--- src/design/mqbr_pkg.sv ---
`timescale 1ns / 1ps
// ----------------------------------------------------------------------------
// mqbr_pkg - shared definitions of the multi-queue byte ring engine
// Command and status codes, field widths and the job record that travels
// from the front to the back through the job queue.
// ----------------------------------------------------------------------------
package mqbr_pkg;

  // Defaults of the top-level parameters
  localparam int NUM_QUEUES_DEF      = 4;
  localparam int QUEUE_MEM_BYTES_DEF = 1024;
  localparam int MAX_POP_DEF         = 64;

  // Fixed field widths
  localparam int SIZE_REGS   = 4;   // size registers on the configuration port
  localparam int SIZE_W      = 10;  // queue size, index and fill width
  localparam int SUM_W       = 12;  // sum of all queue sizes
  localparam int BYTE_W      = 8;
  localparam int CNT_W       = 7;   // pop count width
  localparam int STAT_W      = 2;
  localparam int APB_AW      = 4;
  localparam int APB_DW      = 32;
  localparam int JOB_DEPTH   = 4;   // entries of the front-to-back job queue

  typedef logic [SIZE_W-1:0] qsize_t;

  typedef enum logic [1:0] {
    CMD_PUSH  = 2'd0,
    CMD_POP   = 2'd1,
    CMD_PEEK  = 2'd2,
    CMD_COUNT = 2'd3
  } cmd_t;

  typedef enum logic [STAT_W-1:0] {
    ST_OK    = 2'd0,
    ST_FULL  = 2'd1,
    ST_SHORT = 2'd2,
    ST_OFF   = 2'd3
  } status_t;

  typedef enum logic [1:0] {
    JOB_NOTE  = 2'd0,  // result only, no store access
    JOB_WRITE = 2'd1,  // write one byte, then one result
    JOB_READ  = 2'd2   // read count bytes from start, one result each
  } job_kind_t;

  typedef struct packed {
    job_kind_t          kind;
    status_t            status;
    logic [SIZE_W-1:0]  fill;
    logic [BYTE_W-1:0]  data;
    logic [SUM_W-1:0]   base;
    logic [SIZE_W-1:0]  start;
    logic [SIZE_W-1:0]  size;
    logic [CNT_W-1:0]   count;
  } job_t;

endpackage

--- src/design/mqbr_job_fifo.sv ---
`timescale 1ns / 1ps
// ----------------------------------------------------------------------------
// mqbr_job_fifo - short job queue between front and back
// Holds resolved jobs in order so that each side can stall on its own.
// ----------------------------------------------------------------------------
module mqbr_job_fifo (
  input  logic            clk,
  input  logic            rst_n,
  input  logic            push,
  input  mqbr_pkg::job_t  push_job,
  output logic            full,
  input  logic            pop,
  output logic            head_valid,
  output mqbr_pkg::job_t  head_job
);
  import mqbr_pkg::*;

  localparam int PW = $clog2(JOB_DEPTH);

  job_t            slot_r [JOB_DEPTH];
  logic [PW-1:0]   wr_ptr_r, rd_ptr_r;
  logic [PW:0]     count_r;

  assign full       = (count_r == (PW+1)'(JOB_DEPTH));
  assign head_valid = (count_r != '0);
  assign head_job   = slot_r[rd_ptr_r];

  always_ff @(posedge clk) begin
    if (!rst_n) begin
      wr_ptr_r <= '0;
      rd_ptr_r <= '0;
      count_r  <= '0;
    end else begin
      if (push) begin
        wr_ptr_r <= wr_ptr_r + PW'(1);
      end
      if (pop) begin
        rd_ptr_r <= rd_ptr_r + PW'(1);
      end
      if (push && !pop) begin
        count_r <= count_r + (PW+1)'(1);
      end else if (pop && !push) begin
        count_r <= count_r - (PW+1)'(1);
      end
    end
  end

  always_ff @(posedge clk) begin
    if (push) begin
      slot_r[wr_ptr_r] <= push_job;
    end
  end

endmodule

--- config.mk ---
export PLATFORM = sky130hd
export DESIGN_NAME = mqbr_job_fifo
export DESIGN_NICKNAME = d
export VERILOG_FILES = /design/src/design/mqbr_pkg.sv /design/src/design/mqbr_job_fifo.sv
export SDC_FILE = /design/constraint.sdc
export NUM_CORES = 1
export LEC_CHECK = 0
export BUFFER_PORTS_ARGS = -buffer_cell sky130_fd_sc_hd__buf_2
export CORE_ASPECT_RATIO = 1.75
export CORE_MARGIN = 1
export CORE_UTILIZATION = 40
export DETAILED_ROUTE_END_ITERATION = 12
export GPL_ROUTABILITY_DRIVEN = 1
export SLEW_MARGIN = 40
export SYNTH_ARGS = -nofsm -noshare
export SYNTH_HDL_FRONTEND = slang
export SYNTH_SLANG_ARGS = --single-unit
--- constraint.sdc ---
create_clock -name clk -period 6.9 [get_ports clk]
set_input_delay 1.035 -clock clk [delete_from_list [all_inputs] [get_ports clk]]
set_output_delay 1.035 -clock clk [all_outputs]
set_load 0.005 [all_outputs]
After elaboration in Yosys (flattened, before gate mapping)
Memories as Yosys holds them, arrays and structs flattened. A register that Yosys moved wholly into a read port is not among the register bits.
Cells that the tools add are included.
W data, S select, Z words.
- add/sub/neg operators: 4
- equal/unequal tests: 1
- muxes and demuxes: 6
- reduce and logical (&&, ||, !) cells: 6
- operators by type and width (cell ; number):
    $mux W3 ; 2
    $add A2 B1 Y2 const B ; 2
    $mux W2 ; 2
    $add A3 B1 Y3 const B ; 1
    $eq A3 B3 Y1 const B ; 1
    $reduce_bool A3 Y1 ; 1
    $sub A3 B1 Y3 const B ; 1
    $logic_and A1 B1 Y1 ; 2
    $logic_not A1 Y1 ; 2
    $mux W1 ; 2
    $reduce_bool A2 Y1 ; 1
- register bits: 7
- memory bits (writable): 244
- bits of input ports: 65
- output and inout bits: 63
- logic and storage cells: 21
- memories kept: 1
- memories (memory ; words ; bits a word ; read ports ; clocked after memory_dff ; wr ports ; line ; RTL):
    slot_r ; 4 ; 61 ; 1 ; 1 ; 1 ; mqbr_job_fifo.sv:20 ; job_t slot_r [JOB_DEPTH];

Logic depth before layout (Yosys ltp)
- word-level depth: 4
- gate-level depth with buffers: 7

Worst setup path after synthesis
OpenSTA, ideal clock, no wires.
- path type: in2reg
- start: in push
- end: mem slot_r[0][0] in the netlist's numbering (enable)
- library setup time: 425 ps
- data arrival time: 2475 ps
- required time: 6475 ps
- slack: 4000 ps
- cell stages on the path: 1
- path through: and2_1
- cells in the longest elaborated chain, start to end: 2
- ends and longest elaborated chain (what ; line ; RTL):
    start: declaration ; mqbr_job_fifo.sv:9 ; input logic push,
    $mux W1 ; mqbr_job_fifo.sv:49 ; if (push) begin
    $mux W1 (not written as such) ; mqbr_job_fifo.sv:50 ; slot_r[wr_ptr_r] <= push_job;
    end: declaration ; mqbr_job_fifo.sv:20 ;
No other way between the ends.

==> flow_metrics.tcl <==
set metrics [dict create \
    status "complete, no violations" \
    post-place-ws_ns 3.57 \
    p_leak_nw 3.70 \
    wl_per_cell_um 20.5 \
    drv_slew 0 \
    cp.required_ns 5.86 \
    numPortBuffers 127 \
    clk_latency_ns 0.49 \
    ys.warnings.count 0 \
    relSlewSlack 0.503 \
    setup_slack_ns 3.16 \
    layout_commonest_cell "edfxtp_1" \
    ir_drop_v 0.000186 \
    whs_ns 0.540 \
    worst_pin_slew_ns 0.746 \
    totalWireLength_mm 16.9 \
    hold_violations 0 \
    syn_inst 362 \
    syn_area_per_cell_um2 25.7 \
    num_rows 73 \
    stdcell_count 824 \
    drive_above_1_share 0.448 \
    viasPerCell 5.01 \
    fmax_ghz 0.268 \
    core_um2 22700 \
    netlist_area_um2 9320 \
    hold_buffers 0 \
    dp.cells 784 \
    post_cts.repair.setup_buffers 0 \
    period_share 0.541 \
    synth-seq-area-share 0.806 \
    postRouteAntennaNets 0 \
    hold_path.class "flip-flop to flip-flop" \
    antenna_found_initial 4 \
    maxCapViolations 0 \
    setup.worst_path.end_class "output port" \
    gp_congestion 0.648 \
    num-fill-cells 1866 \
    cp_max_fo 36 \
    first_global_vias 4601 \
    nets 580 \
    synth_fp_nets 433 \
    cts_tree "done" \
    grt_usage 0.144 \
    cts_buffer_depth 3 \
    die_x_um 117 \
    skew_ns 0.00735 \
    drcViolationCount 0 \
    tns_ns 0 \
    ys_seq_elements 253 \
    startpoint_type "flip-flop" \
    final.min_clock_period_ns 3.74 \
    grt_max_degree 37 \
    finalSetupViolations 0 \
    power_density_nw_per_um2 295 \
    grt_pass1_wl_mm 26.1 \
    clkTransAtPathRegs_ns 0.07 \
    layout_common_cells "edfxtp_1 (244), buf_2 (127), mux4_2 (60)" \
    arrival_ns 2.70 \
    fp.dieH_um 204 \
    start_util 0.410 \
    ys_types 21 \
    rsz0062_at_grt "no" \
    vias 4127 \
    pin_count 128 \
    root_buffer "clkbuf_16" \
    post_cts_resized 0 \
    hpwlAfterDp_mm 10.8 \
    drt-initial-drc-count 254 \
    dr.pass1.iters 4 \
    worstSetupPathType "flip-flop to output port" \
    cts_sinks 253 \
    numCtsBuffers 23 \
    gr-total-overflow 0 \
    die_area_um2 23900 \
    htree_num_levels 1 \
    utilization 0.485 \
    area_growth_pct 18.4 \
]
worst paths after layout:
| check | to | slack, ns | start | cells after the start |
|---|---|---|---|---|
| worst max register to register | slot_r[3][48]$_DFFE_PP_ | 5.21 | wr_ptr_r[0]$_SDFFE_PN0P_ | 4 |
| worst max-delay path | head_job[56] | 3.16 | flip-flop | 3 |
| worst min-delay path | count_r[2]$_SDFFE_PN0P_ | 0.54 | count_r[2]$_SDFFE_PN0P_ | 2 |
| worst min register to register | count_r[2]$_SDFFE_PN0P_ | 0.54 | count_r[2]$_SDFFE_PN0P_ | 2 |
routing by layer:
metal / track usage / share of wire / up-vias
met5: 0 / 0.0012 / -
met4: 0.0496 / 0.020 / 4
met3: 0.0271 / 0.048 / 26
met2: 0.274 / 0.57 / 108
met1: 0.160 / 0.36 / 2160
li1: - / - / 1829
through the flow:
| step | total power [mW] | area [um2] |
|---|---|---|
| CTS | 3.30 | 11000 |
| detailed placement | 2.13 | 10300 |
| global route | 3.37 | 11000 |
| finish | 3.25 | 11000 |
| global placement | 2.11 | 10200 |
| floorplan | 2.00 | 9320 |
layout make-up:
| class | count | area (um2) | share of cell area |
|---|---|---|---|
| repair buffers | 136 | 803 | 0.0728 |
| multi-input cells | 91 | 1640 | 0.149 |
| diodes | 2 | 5.00 | 0.000454 |
| inverters | 4 | 15.0 | 0.00136 |
| clock inverters | 14 | 97.6 | 0.00885 |
| flip-flops and latches | 253 | 7510 | 0.681 |
| well taps | 300 | 375 | 0.0340 |
| clock buffers | 24 | 579 | 0.0525 |
logic make-up (layout without fill, tap and decap cells):
group	Yosys count	in the layout	share of synthesized area
multiplexers	63	63	0.150
flip-flops	253	253	0.806
buffers and inverters	18	178	0.0193
AO/OA/AOI/OAI	2	2	0.00134
XOR/XNOR	5	5	0.00470
other	0	2	0
AND/OR/NAND/NOR	15	15	0.00994
adder cells (fa/ha/maj)	6	6	0.00886
power breakdown:
group / internal (mW) / total, mW / switching, mW / leakage (nW)
Sequential: 1.76 / 1.80 / 0.0328 / 2.32
Clock: 0.645 / 1.16 / 0.516 / 0.336
Combinational: 0.154 / 0.293 / 0.139 / 1.05
worst max-delay path, cell delays in order (launching register included):
cell and delay [ns]:
dfxtp_4 0.69, buf_4 0.68, mux4_1 0.65, buf_2 0.15
state kept, by name, indices dropped and copies added, names as in the netlist, named ones only:
name / count
slot_r: 244
count_r: 3
rd_ptr_r: 2
wr_ptr_r: 2
synth_stat cells, drive strengths merged:
| cell type | n | area (um2) |
|---|---|---|
| edfxtp | 244 | 7330 |
| mux4 | 61 | 1380 |
| buf | 14 | 165 |
| and2 | 9 | 56.3 |
| dfxtp | 9 | 180 |
| ha | 5 | 62.6 |
| inv | 4 | 15.0 |
| xor2 | 3 | 26.3 |
| mux2i | 2 | 20.0 |
| nor2b | 2 | 12.5 |
| or3 | 2 | 12.5 |
| xnor2 | 2 | 17.5 |
| a21boi | 1 | 7.51 |
| fa | 1 | 20.0 |
| nand2 | 1 | 3.75 |
| nor3b | 1 | 7.51 |
| o21ai | 1 | 5.00 |
(Power assumes the default switching activity.)
