`src/design/mqbr_pkg.sv`:
```
`timescale 1ns / 1ps
// ----------------------------------------------------------------------------
// mqbr_pkg - shared definitions of the multi-queue byte ring engine
// Command and status codes, field widths and the job record that travels
// from the front to the back through the job queue.
// ----------------------------------------------------------------------------
package mqbr_pkg;

  // Defaults of the top-level parameters
  localparam int NUM_QUEUES_DEF      = 4;
  localparam int QUEUE_MEM_BYTES_DEF = 1024;
  localparam int MAX_POP_DEF         = 64;

  // Fixed field widths
  localparam int SIZE_REGS   = 4;   // size registers on the configuration port
  localparam int SIZE_W      = 10;  // queue size, index and fill width
  localparam int SUM_W       = 12;  // sum of all queue sizes
  localparam int BYTE_W      = 8;
  localparam int CNT_W       = 7;   // pop count width
  localparam int STAT_W      = 2;
  localparam int APB_AW      = 4;
  localparam int APB_DW      = 32;
  localparam int JOB_DEPTH   = 4;   // entries of the front-to-back job queue

  typedef logic [SIZE_W-1:0] qsize_t;

  typedef enum logic [1:0] {
    CMD_PUSH  = 2'd0,
    CMD_POP   = 2'd1,
    CMD_PEEK  = 2'd2,
    CMD_COUNT = 2'd3
  } cmd_t;

  typedef enum logic [STAT_W-1:0] {
    ST_OK    = 2'd0,
    ST_FULL  = 2'd1,
    ST_SHORT = 2'd2,
    ST_OFF   = 2'd3
  } status_t;

  typedef enum logic [1:0] {
    JOB_NOTE  = 2'd0,  // result only, no store access
    JOB_WRITE = 2'd1,  // write one byte, then one result
    JOB_READ  = 2'd2   // read count bytes from start, one result each
  } job_kind_t;

  typedef struct packed {
    job_kind_t          kind;
    status_t            status;
    logic [SIZE_W-1:0]  fill;
    logic [BYTE_W-1:0]  data;
    logic [SUM_W-1:0]   base;
    logic [SIZE_W-1:0]  start;
    logic [SIZE_W-1:0]  size;
    logic [CNT_W-1:0]   count;
  } job_t;

endpackage

```
`src/design/mqbr_front.sv`:
```
`timescale 1ns / 1ps
// ----------------------------------------------------------------------------
// mqbr_front - command classification and queue bookkeeping
// Takes one command a cycle while the job queue has room, updates the
// per-queue indices and fill, and hands a fully resolved job to the back.
// ----------------------------------------------------------------------------
module mqbr_front #(
  parameter int NUM_QUEUES      = mqbr_pkg::NUM_QUEUES_DEF,
  parameter int QUEUE_MEM_BYTES = mqbr_pkg::QUEUE_MEM_BYTES_DEF,
  parameter int MAX_POP         = mqbr_pkg::MAX_POP_DEF
) (
  input  logic                         clk,
  input  logic                         rst_n,
  input  logic                         in_valid,
  output logic                         in_stall,
  input  logic [1:0]                   in_command,
  input  logic [1:0]                   in_queue_id,
  input  logic [mqbr_pkg::BYTE_W-1:0]  in_push_byte,
  input  logic [mqbr_pkg::CNT_W-1:0]   in_pop_count,
  input  mqbr_pkg::qsize_t             sizes [mqbr_pkg::SIZE_REGS],
  input  logic                         relayout,
  input  logic                         job_full,
  output logic                         job_push,
  output mqbr_pkg::job_t               job
);
  import mqbr_pkg::*;

  // Queue ids reach only the first SIZE_REGS queues.
  localparam int NQS = (NUM_QUEUES < SIZE_REGS) ? NUM_QUEUES : SIZE_REGS;
  localparam int QIW = (NQS > 1) ? $clog2(NQS) : 1;

  logic [SIZE_W-1:0] wr_r   [NQS];
  logic [SIZE_W-1:0] rd_r   [NQS];
  logic [SIZE_W-1:0] fill_r [NQS];

  logic [SIZE_W-1:0] wr_nxt, rd_nxt, fill_nxt;
  logic [SUM_W-1:0]  bases [SIZE_REGS];
  logic [SUM_W-1:0]  base;
  logic [SIZE_W-1:0] size, wr, rd, fill;
  logic [QIW-1:0]    qi;
  logic              q_ok, enabled, accept;
  logic [SIZE_W:0]   wr_inc, rd_inc, rd_adv;
  logic [31:0]       end_sum;

  assign in_stall = job_full;
  assign accept   = in_valid && !job_full;
  assign job_push = accept;

  // Region layout: each queue starts where the lower queues end.
  always_comb begin
    bases[0] = '0;
    for (int j = 1; j < SIZE_REGS; j++) begin
      bases[j] = bases[j-1] + SUM_W'(sizes[j-1]);
    end
  end

  assign qi      = QIW'(in_queue_id);
  assign q_ok    = 32'(in_queue_id) < NUM_QUEUES;
  assign base    = bases[in_queue_id];
  assign size    = sizes[in_queue_id];
  assign end_sum = 32'(base) + 32'(size);
  assign enabled = q_ok && (size != '0) && (end_sum < 32'(QUEUE_MEM_BYTES));
  assign wr      = wr_r[qi];
  assign rd      = rd_r[qi];
  assign fill    = fill_r[qi];
  assign wr_inc  = {1'b0, wr} + (SIZE_W+1)'(1);
  assign rd_inc  = {1'b0, rd} + (SIZE_W+1)'(1);
  assign rd_adv  = {1'b0, rd} + (SIZE_W+1)'(in_pop_count);

  always_comb begin
    job        = '0;
    job.kind   = JOB_NOTE;
    job.status = ST_OK;
    job.fill   = fill;
    job.data   = in_push_byte;
    job.base   = base;
    job.start  = rd;
    job.size   = size;
    job.count  = CNT_W'(1);
    wr_nxt     = wr;
    rd_nxt     = rd;
    fill_nxt   = fill;
    if (!enabled) begin
      job.status = ST_OFF;
      job.fill   = '0;
    end else begin
      unique case (cmd_t'(in_command))
        CMD_PUSH: begin
          job.kind  = JOB_WRITE;
          job.start = wr;
          wr_nxt    = (wr_inc == {1'b0, size}) ? '0 : wr_inc[SIZE_W-1:0];
          if (fill >= size) begin
            // Full: the oldest byte is dropped.
            rd_nxt   = (rd_inc == {1'b0, size}) ? '0 : rd_inc[SIZE_W-1:0];
            fill_nxt = size;
          end else begin
            fill_nxt = fill + SIZE_W'(1);
          end
          job.fill   = fill_nxt;
          job.status = (fill_nxt >= size) ? ST_FULL : ST_OK;
        end
        CMD_POP: begin
          if (in_pop_count == '0) begin
            job.status = ST_OK;
          end else if ((32'(in_pop_count) > MAX_POP) ||
                       (fill < SIZE_W'(in_pop_count))) begin
            job.status = ST_SHORT;
          end else begin
            job.kind  = JOB_READ;
            job.count = in_pop_count;
            fill_nxt  = fill - SIZE_W'(in_pop_count);
            job.fill  = fill_nxt;
            // The pop never exceeds the size, so one subtraction wraps it.
            rd_nxt    = (rd_adv >= {1'b0, size}) ? SIZE_W'(rd_adv - {1'b0, size})
                                                 : rd_adv[SIZE_W-1:0];
          end
        end
        CMD_PEEK: begin
          if (fill == '0) begin
            job.status = ST_SHORT;
            job.fill   = '0;
          end else begin
            job.kind = JOB_READ;
          end
        end
        CMD_COUNT: begin
          job.status = ST_OK;
        end
        default: begin
          job.status = ST_OK;
        end
      endcase
    end
  end

  always_ff @(posedge clk) begin
    if (!rst_n || relayout) begin
      for (int k = 0; k < NQS; k++) begin
        wr_r[k]   <= '0;
        rd_r[k]   <= '0;
        fill_r[k] <= '0;
      end
    end else if (accept && enabled) begin
      wr_r[qi]   <= wr_nxt;
      rd_r[qi]   <= rd_nxt;
      fill_r[qi] <= fill_nxt;
    end
  end

endmodule

```
`config.mk`:
```
export PLATFORM = sky130hd
export DESIGN_NAME = mqbr_front
export DESIGN_NICKNAME = d
export VERILOG_FILES = /design/src/design/mqbr_pkg.sv /design/src/design/mqbr_front.sv
export SDC_FILE = /design/constraint.sdc
export NUM_CORES = 1
export LEC_CHECK = 0
export BUFFER_PORTS_ARGS = -buffer_cell sky130_fd_sc_hd__buf_2
export CORE_AREA = 2 2 183 185
export DETAILED_ROUTE_END_ITERATION = 6
export DIE_AREA = 0 0 185 187
export HOLD_SLACK_MARGIN = 0.1
export PLACE_DENSITY = 0.6
export SLEW_MARGIN = 20
export SYNTH_ARGS = -nofsm -noshare
export SYNTH_HDL_FRONTEND = slang
export SYNTH_SLANG_ARGS = --single-unit
```
`constraint.sdc`:
```
create_clock -name clk -period 6.42 [get_ports clk]
set_input_delay 0.321 -clock clk [delete_from_list [all_inputs] [get_ports clk]]
set_output_delay 0.321 -clock clk [all_outputs]
set_load 0.05 [all_outputs]
```
Yosys cells after proc, flatten, opt, wreduce, memory -nomap -nowiden
Memories as Yosys holds them, arrays and structs flattened.
Index checks and enable logic that the tools add are counted.
{"block": "totals", "regBits": 0, "mem_bits_rw": 120, "output_inout_bits": 63, "elab_cells": 94, "n_memories": 3}
{"name": "fill_r", "words": 4, "width": 10, "rd": 1, "rd_ports_with_merged_regs": 0, "wr": 4, "line": "mqbr_front.sv:34", "text": "logic [SIZE_W-1:0] fill_r [NQS];"}
{"name": "rd_r", "words": 4, "width": 10, "rd": 1, "rd_ports_with_merged_regs": 0, "wr": 4, "line": "mqbr_front.sv:33", "text": "logic [SIZE_W-1:0] rd_r [NQS];"}
{"name": "wr_r", "words": 4, "width": 10, "rd": 1, "rd_ports_with_merged_regs": 0, "wr": 4, "line": "mqbr_front.sv:32", "text": "logic [SIZE_W-1:0] wr_r [NQS];"}
{"block": "op_classes", "add_sub_neg": 9, "n_lt_le_gt_ge": 7, "eq_ne": 5, "mux": 55, "n_bitwise": 1, "reduce_logical": 14}
{"cell": "$mux 10", "n": 22}
{"cell": "$mux 12", "n": 4}
{"cell": "$pmux 10 s2", "n": 2}
{"cell": "$pmux 10 s3", "n": 1}
{"cell": "$reduce_or 10->1", "n": 3}
{"cell": "$mux 7", "n": 4}
{"cell": "$bmux 12 s2", "n": 1}
{"cell": "$add 10x1->11 const B", "n": 2}
{"cell": "$eq 11x10->1", "n": 2}
{"cell": "$bmux 10 s2", "n": 1}
{"cell": "$ge 10x10->1", "n": 2}
{"cell": "$mux 2", "n": 9}
{"cell": "$add 12x10->13", "n": 1}
{"cell": "$lt 13x11->1 const B", "n": 1}
{"cell": "$add 11x10->12", "n": 1}
{"cell": "$add 10x10->11", "n": 1}
{"cell": "$add 10x7->11", "n": 1}
{"cell": "$ge 11x10->1", "n": 1}
{"cell": "$add 10x1->10 const B", "n": 1}
{"cell": "$logic_not 10->1", "n": 1}
{"cell": "$lt 10x7->1", "n": 1}
{"cell": "$reduce_bool 10->1", "n": 1}
{"cell": "$sub 10x10->10", "n": 1}
{"cell": "$sub 10x7->10", "n": 1}
{"cell": "other kinds (13)", "n": 26}

Depth between registers and ports, before layout
{"block": "logic_depth", "word_depth": 14, "ltp_mapped": 27, "ltp_nobuf": 25}

Least setup slack after synthesis
No wires, ideal clock.
{"block": "synth_timing", "kind": "input to register", "start": "input sizes[21] (netlist name)", "end": "memory fill_r[3][0] (enable)", "setup_time_ns": 0.459, "t_arrival_ns": 7.265, "t_required_ns": 5.961, "setup_slack_ns": -1.304, "path_stages": 24, "path_buffers": 2, "path_cell_list": "ha_1 > a21o_1 > a21oi_1 > o21bai_1 > a21oi_1 > nor2b_1 > o21a_1 > nor2_1 > xnor2_1 > ha_1 > a21o_1 > a31oi_1 > xnor2_1 > mux2i_1 > o21ai_0 > ha_1 > nand2_1 > o21ai_0 > a21o_1 > a31oi_1 > o21ai_1 > buf_2 > buf_1 > o21ai_0"}
{"element": "start, declared", "line": "mqbr_front.sv:20", "text": "input mqbr_pkg::qsize_t sizes [mqbr_pkg::SIZE_REGS],"}
{"element": "end, declared", "line": "mqbr_front.sv:34"}

==> run metrics <==
R2R Setup Slk=1290 ps; clock skew=7.970 ps; CP Launch Type=input pin; WL per Instance=21.25 um; Antenna Nets Post-Route=0; Core Box Area=32860 sq um; area delta synth->final=15.03%; Syn Area/Cell=9.898 sq um; Final setup viols=0; post-route cell area=12220 sq um; Setup TNS Final=0 ps; Reg clk slew, reported paths=60 ps; commonest non-fill, non-tap cells in the layout=nor2_1, edfxtp_1, buf_2; Setup Buffers After CTS=0; fill count=3357; synth unique cells=82; f_max=172.2 MHz; Leak=0.005077 uW; # rows=67; RSZ-0062 raised after global routing=no; async set-reset flop share out of synthesis=0%; die height=187 um; syn nets=1222; n_diodes=0; CP required=6100 ps; final slew viol count=0; # IOs=127; total track usage=20.02%; Synth Instances=1073; Post-Syn Area=10620 sq um; CTS root buffer=clkbuf_16; drt first pass iters=5; Post-synth EDFFs=120; TritonCTS clock tree=done; max cap viols=0; clock tree sinks=120; vias per inst=5.639; vias in the first global route=8833; final hold violation count=0; outcome=finished, final reports clean; worst-case reg-to-reg path depth=17; crit path kind=in -> out; Seq/Total Area, Yosys=33.93%; Min-Delay Path Class=in -> reg; full die area=34600 sq um; placed inst area=11660 sq um; GP Congestion=0.8939; final net count=1328; Power Dens Cells=252.4 nW/um^2; crit path DAT=5490 ps; post-layout min period=5806 ps; Setup crit end kind=primary output; WL final=34830 um; htree depth=4; crit-path max FO=25; flops & latches, synth=120; # hold bufs at CTS=0; Tightest Pin Transition=1029 ps; share of layout cells above drive strength 1=20.40%; Residual DRC=0; Vias=9243; largest net degree at the start of global routing=30; Clock Latency Late Sink=410 ps; first-pass GRT wire length=52560 um; Max clock buf depth=2; commonest non-fill, non-tap cell in the layout=nor2_1; post-DP HPWL=26170 um; period utilisation layout=90.44%; Post-CTS Resized=0; width of the die=185 um; Peak VDD IR=0.0001776 V; Synth warnings=0; initial antenna violation count=0; IO buf count=110; DRT iter0 DRCs=837; TritonCTS buffer count=17; GR Overflow Total=0; Slew HR=30.56%; hold depth=4; initial core utilization=32.32%; top_reg_cell synth=edfxtp_1
-- layer usage --
metal,global-route usage (%),share of wire (%),vias up
li1,-,-,4249
met1,26.94,43,4564
met2,32.41,47,358
met3,3.057,6.2,72
met4,7.570,3.6,0
met5,0,0,-
-- flip-flops by register name, summed over array words and instances (netlist names) --
signal	flops
wr_r	40
rd_r	40
fill_r	40
-- Yosys cell counts (all sizes together), types with 18 or more instances --
library cell,instances,area share (%)
mux2i,29,2.7
a21oi,42,2.0
clkbuf,22,0.78
inv,43,1.5
nor3,51,2.5
xor2,26,2.1
nand2,76,2.7
xnor2,45,3.7
buf,41,2.9
mux4,40,8.9
nand3,26,1.2
edfxtp,120,34
o21ai,51,2.4
nor2,146,5.3
a21o,19,1.3
ha,80,9.4
nor2b,18,1.1
-- cells by family (layout without fill, tap and decap cells) --
group / count (synthesis) / after routing / share of synthesized area [%]
and+or+nand+nor: 384 / 384 / 17.06
AOI/OAI and AO/OA: 222 / 222 / 14.31
DFF: 120 / 120 / 33.93
buffers and inverters: 106 / 224 / 5.184
adders and majority gates: 86 / 86 / 10.46
muxes: 84 / 84 / 13.20
xor gates and xnor gates: 71 / 71 / 5.855
-- power breakdown --
| group | switching [uW] | internal [uW] | leakage (uW) |
|---|---|---|---|
| combinational | 845 | 432 | 0.00347 |
| sequential | 9.99 | 900 | 0.00134 |
| clock | 334 | 563 | 0.000265 |
-- area by class of cell --
type	count	area [sq um]	area share [%]
tap	448	560.5	4.588
inverter	43	161.4	1.321
sequential	120	3603	29.50
timing repair buffer	150	850.8	6.964
multi-input combinational	847	6480	53.04
clock inverter	14	135.1	1.106
clock buffer	17	425.4	3.482
-- per-stage QoR --
step	utilization, %	instances	setup slack (ps)	power (uW)	hold slack, ps
floorplan	-	1073	55.07	1858	804.0
global placement	35.47	1608	578.3	2180	642.3
detailed placement	35.47	1608	478.4	2184	642.3
CTS	37.18	1639	643.1	3080	575.0
global route	37.18	1639	231.5	3234	599.9
finish	37.18	1639	613.7	3084	562.2
-- critical path, cell delays in order --
cell and delay (ps):
buf_2 110, ha_1 220, fa_1 420, a211oi_1 390, o21bai_1 210, a21oi_1 210, xnor2_1 170, ha_1 320
o21a_1 160, a21oi_1 240, o21ai_0 140, xor2_1 150, mux2i_1 140, o32a_1 160, nand3_1 120, ha_1 320
nand2_1 80, o21ai_0 110, a21o_1 170, a31oi_1 220, o21a_1 150, buf_4 290, mux2_2 420, buf_2 220
-- final timing paths --
check,from,endpoint
max,sizes[20],job[20]
min,relayout,wr_r[1][5]
max reg2reg,rd_r[3][0],rd_r[1][4]
min reg2reg,wr_r[3][8],wr_r[3][8]
Power figures use the tool's default switching activity.
